<file path="src/rtl/tcco_pkg.sv">
`timescale 1ns / 1ps
package tcco_pkg;

    // Request modes
    typedef enum logic [1:0] {
        MODE_NODE = 2'd0,
        MODE_CELL = 2'd1,
        MODE_FACE = 2'd2,
        MODE_NONE = 2'd3
    } t_mode;

    // Result status codes
    typedef enum logic [2:0] {
        ST_OK        = 3'd0,
        ST_TAG       = 3'd1,
        ST_DUP       = 3'd2,
        ST_RANGE     = 3'd3,
        ST_DEGEN     = 3'd4
    } t_status;

    // Configuration register indexes
    localparam logic [0:0] CFG_NODE_COUNT = 1'b0;
    localparam logic [0:0] CFG_DEG_LIMIT  = 1'b1;

    localparam int ID_W     = 16;
    localparam int CNT_W    = 13;
    localparam int LIMIT_W  = 51;
    localparam int VOL_W    = 52;
    localparam int DET_W    = 64;
    localparam int EFF_W    = 17;

    typedef struct packed {
        t_mode              mode;
        logic [11:0]        node_index;
        logic signed [15:0] coord_x;
        logic signed [15:0] coord_y;
        logic signed [15:0] coord_z;
        logic signed [15:0] id_first;
        logic signed [15:0] id_second;
        logic signed [15:0] id_third;
        logic signed [15:0] id_fourth;
        logic signed [15:0] tag;
    } t_in_req;

    typedef struct packed {
        t_status            status;
        logic signed [51:0] six_volume;
        logic               swapped;
        logic signed [15:0] out_first;
        logic signed [15:0] out_second;
    } t_out_rsp;

    // Request data that travels alongside the determinant pipeline
    typedef struct packed {
        t_mode              mode;
        t_status            status;
        logic signed [15:0] first;
        logic signed [15:0] second;
    } t_side;

endpackage

</file>
<file path="src/rtl/tcco_id_check.sv">
`timescale 1ns / 1ps
module tcco_id_check (
    input  tcco_pkg::t_in_req              i_req,
    input  logic [tcco_pkg::EFF_W-1:0]     i_count,
    output tcco_pkg::t_status              o_status
);

    logic signed [15:0] ids [4];
    logic               dup;
    logic               oor;
    logic               is_cell;

    always_comb begin
        ids[0]  = i_req.id_first;
        ids[1]  = i_req.id_second;
        ids[2]  = i_req.id_third;
        ids[3]  = i_req.id_fourth;
        is_cell = (i_req.mode == tcco_pkg::MODE_CELL);
        dup     = 1'b0;
        oor     = 1'b0;
        // pairwise duplicates; fourth id only for cells
        for (int i = 0; i < 4; i++) begin
            for (int j = i + 1; j < 4; j++) begin
                if ((j < 3 || is_cell) && ids[i] == ids[j]) begin
                    dup = 1'b1;
                end
            end
        end
        for (int i = 0; i < 4; i++) begin
            if ((i < 3 || is_cell) &&
                (ids[i][15] || tcco_pkg::EFF_W'(ids[i][14:0]) >= i_count)) begin
                oor = 1'b1;
            end
        end
        if (i_req.tag[15] || i_req.tag == 16'sd0) begin
            o_status = tcco_pkg::ST_TAG;
        end else if (dup) begin
            o_status = tcco_pkg::ST_DUP;
        end else if (oor) begin
            o_status = tcco_pkg::ST_RANGE;
        end else begin
            o_status = tcco_pkg::ST_OK;
        end
    end

endmodule

</file>
<file path="config.mk">
export PLATFORM = sky130hd
export DESIGN_NAME = tcco_id_check
export DESIGN_NICKNAME = d
export VERILOG_FILES = /design/src/rtl/tcco_pkg.sv /design/src/rtl/tcco_id_check.sv
export SDC_FILE = /design/constraint.sdc
export NUM_CORES = 1
export LEC_CHECK = 0
export ABC_AREA = 1
export ABC_CLOCK_PERIOD_IN_PS = 2650
export BUFFER_PORTS_ARGS = -buffer_cell sky130_fd_sc_hd__buf_2
export CAP_MARGIN = 10
export CELL_PAD_IN_SITES_DETAIL_PLACEMENT = 0
export CELL_PAD_IN_SITES_GLOBAL_PLACEMENT = 1
export CORE_MARGIN = 2
export CORE_UTILIZATION = 33
export DETAILED_ROUTE_END_ITERATION = 6
export PLACE_DENSITY = 0.95
export SYNTH_ARGS = -nofsm -noshare
export SYNTH_HDL_FRONTEND = slang
export SYNTH_SLANG_ARGS = --single-unit
</file>
<file path="constraint.sdc">
create_clock -name vclk -period 2.65
set_input_delay 0 -clock vclk [all_inputs]
set_output_delay 0 -clock vclk [all_outputs]
set_load 0.005 [all_outputs]
</file>
==> results.txt <==
----------------------------------------------------
[Final layout]
  Sequential cell area in the final layout ... 0 um2
  Count of flip-flops and latches ... 0
  Final net count ... 769
  Layout cell share with drive strength beyond 1 ... between 20% and 30%
  Clk_buf instances ... 0
  Final core occ ... a little over two fifths
  Antenna Cells ... 0
  Post-synthesis to final-layout area growth ... 22.4%

[Global routing]
  Global Route met1 Usage ... approximately a quarter
  Routing usage on met2 ... between 30 and 40%
  Maximum number of pins on one net before global-route repair ... 6
  Most used routing layer in global routing ... met2
  Via count of the first global-routing pass ... 2,923
  Global-route total usage across every layer ... 18.2%
  Sum of overflow across all layers after global routing ... 0
  Global-route wire length before repair ... ~13,000 um
  Initial antenna violation count ... 0
  Global-route track usage on met3 ... less than 1%

[Clock network]
  Post-CTS Hold Fix Bufs ... 0
  Number of gates resized after cts ... 0
  Post-CTS Setup Bufs ... 0

[Synthesis]
  Yosys top cell by area ... ha_1
  Number of warnings reported in the yosys synthesis log ... 0
  Post-synthesis instance area ... between 2000 and 3000 um2
  Distinct cell type count of the synthesized netlist ... 27
  Synthesized netlist net count ... 667
  Cell count after synthesis ... 448
  Synth top area cells ... ha_1 (27%), xnor2_1 (23%), nand2_1 (15%), nor2_1 (6.8%), inv_1 (6.3%)
  Most frequent cells after synthesis ... nand2_1 (114), xnor2_1 (74), ha_1 (60)
  Most frequently used cell type in the post-synthesis netlist ... nand2_1
  Area share of the largest cell type after synthesis ... roughly 27%
  Average footprint of a synthesized cell ... 6.26 um2
  Share of the yosys chip area belonging to registers ... 0%

[Worst setup path]
  Critical path capture point type ... output port
  Startpoint type of the worst setup path ... input pin
  Start-to-end type of the worst setup path ... input pin to output port
  Worst path arrival time ... ~1.6 ns
  Biggest fanout along the worst timing path ... 4
  Data required time of the critical path ... 2.65 ns

[STA]
  TNS Setup ... 0 ns
  Slack of the critical path ... roughly 1.0 ns
  Fin crit share ... about three fifths
  Maximum clock frequency ... between 600 and 700 MHz
  Number of failing setup endpoints in the final timing report ... 0
  Setup repair after global routing missed its margin ... false
  Count of final hold-check violations ... 0
  Final Max Slew Viols ... 0
  Min Tclk post-route ... 1.64 ns

[Worst hold path]
  Worst Hold Launch ... i_req[15]
  Worst hold path depth ... 4
  Hold Crit Endpoint ... o_status[0]
  Hold Path Class ... input pin to output port

[Drt]
  Total number of vias ... around 3,100
  Drc violations ... 0
  Vias per std cell ... between 4 and 5
  Drt initial violations ... about 130
  Wire per inst ... approximately 13 um
  Iteration count of the initial detailed-routing pass ... 4
  Final Routed Wirelength ... around 8600 um
  Antenna violation net count after detailed routing ... 0

[Placement]
  Setup slack after placement ... 1.04 ns
  Last weighted congestion value of the routability-driven placer ... around 1
  PortBufs ... roughly 100
  Detailed-placement wirelength estimate ... 7760 um

[Pwr]
  Leakage power figure ... roughly 1.8 nW
  Power per Cell Area ... between 150 and 200 nW/um2
  Highest ir drop seen on vdd ... roughly 0.079 mV

[Die]
  Initial Util ... 34.1%
  Full die area ... just over 9000 um2
  Cell row count ... 33
  I/O pins ... between 150 and 200
  Die boundary height ... between 90 and 100 um
  Core Area ... just over 8000 um2
  Die W ... 96.2 um

[Run]
  Number of violations of the max-capacitance limit ... 0

[Run status]
  Outcome ... finished, final reports clean

----------------------------------------------------
==> metal layers <==
layer / share of wire, % / up-vias
met1: 46 / 1388
met2: 47 / 93
met3: 5.6 / 8
met4: 0.92 / 0
met5: 0 / -
li1: - / 1655
==> layout by cell type (no fill, tap or decap), drive strengths merged <==
master	n
clkinv	1
a21o	1
nand4	19
a21oi	19
inv	54
or2	2
conb	1
ha	60
o21ai	5
xor2	10
nand2	116
nor4	3
buf	101
nor2	53
xnor2	74
a211oi	2
nor3	5
nand3	19
o21a	2
and2	1
==> cells by family (layout without fill, tap and decap cells) <==
kind of cell    after synthesis  count (layout)  synth area share (%)
compound gates               29              29                  6.02
xor+xnor                     84              84                  26.2
buf+inv                      56             156                  7.63
simple gates                218             218                  33.2
fa+ha+maj                    60              60                  26.8
other cells                   1               1                 0.134
==> critical path, stage by stage <==
cell,delay [ns]
buf_2,0.09
inv_1,0.12
ha_1,0.26
a21oi_1,0.20
nor2_1,0.06
a211oi_1,0.29
nand2_1,0.09
nand2_1,0.09
nand3_2,0.12
nor2_1,0.14
nor2_2,0.04
buf_2,0.12
==> layout make-up <==
class                      count  area, um2
tap                          105        131
multi-input combinational    392       2590
inverter                      55        206
timing repair buffer         101        505
fill                         873       4780
==> how the worst max path moves through the flow <==
stage	startpoint	end	slack, ns	depth (start not counted)
2_1_floorplan	i_count[14]	o_status[1]	1.49	11
4_1_cts	i_count[14]	o_status[1]	1.04	13
3_3_place_gp	i_count[10]	o_status[1]	1.07	12
3_5_place_dp	i_count[10]	o_status[1]	1.04	12
6_report	i_count[10]	o_status[1]	1.01	12
5_1_grt	i_count[14]	o_status[1]	0.86	13
==> power breakdown <==
part           internal (mW)  switching (mW)
combinational          0.239           0.306
sequential                 0               0
clock                      0               0
==> metrics by stage <==
step / instances / area [um2] / power (mW) / hold WS [ns]
2_1_floorplan: 448 / 2800 / 0.318 / 0.0943
3_3_place_gp: 653 / 3430 / 0.525 / 0.271
3_5_place_dp: 653 / 3430 / 0.540 / 0.268
4_1_cts: 653 / 3430 / 0.544 / 0.269
5_1_grt: 653 / 3430 / 0.617 / 0.297
6_report: 653 / 3430 / 0.546 / 0.267
(Power assumes the default switching activity.)
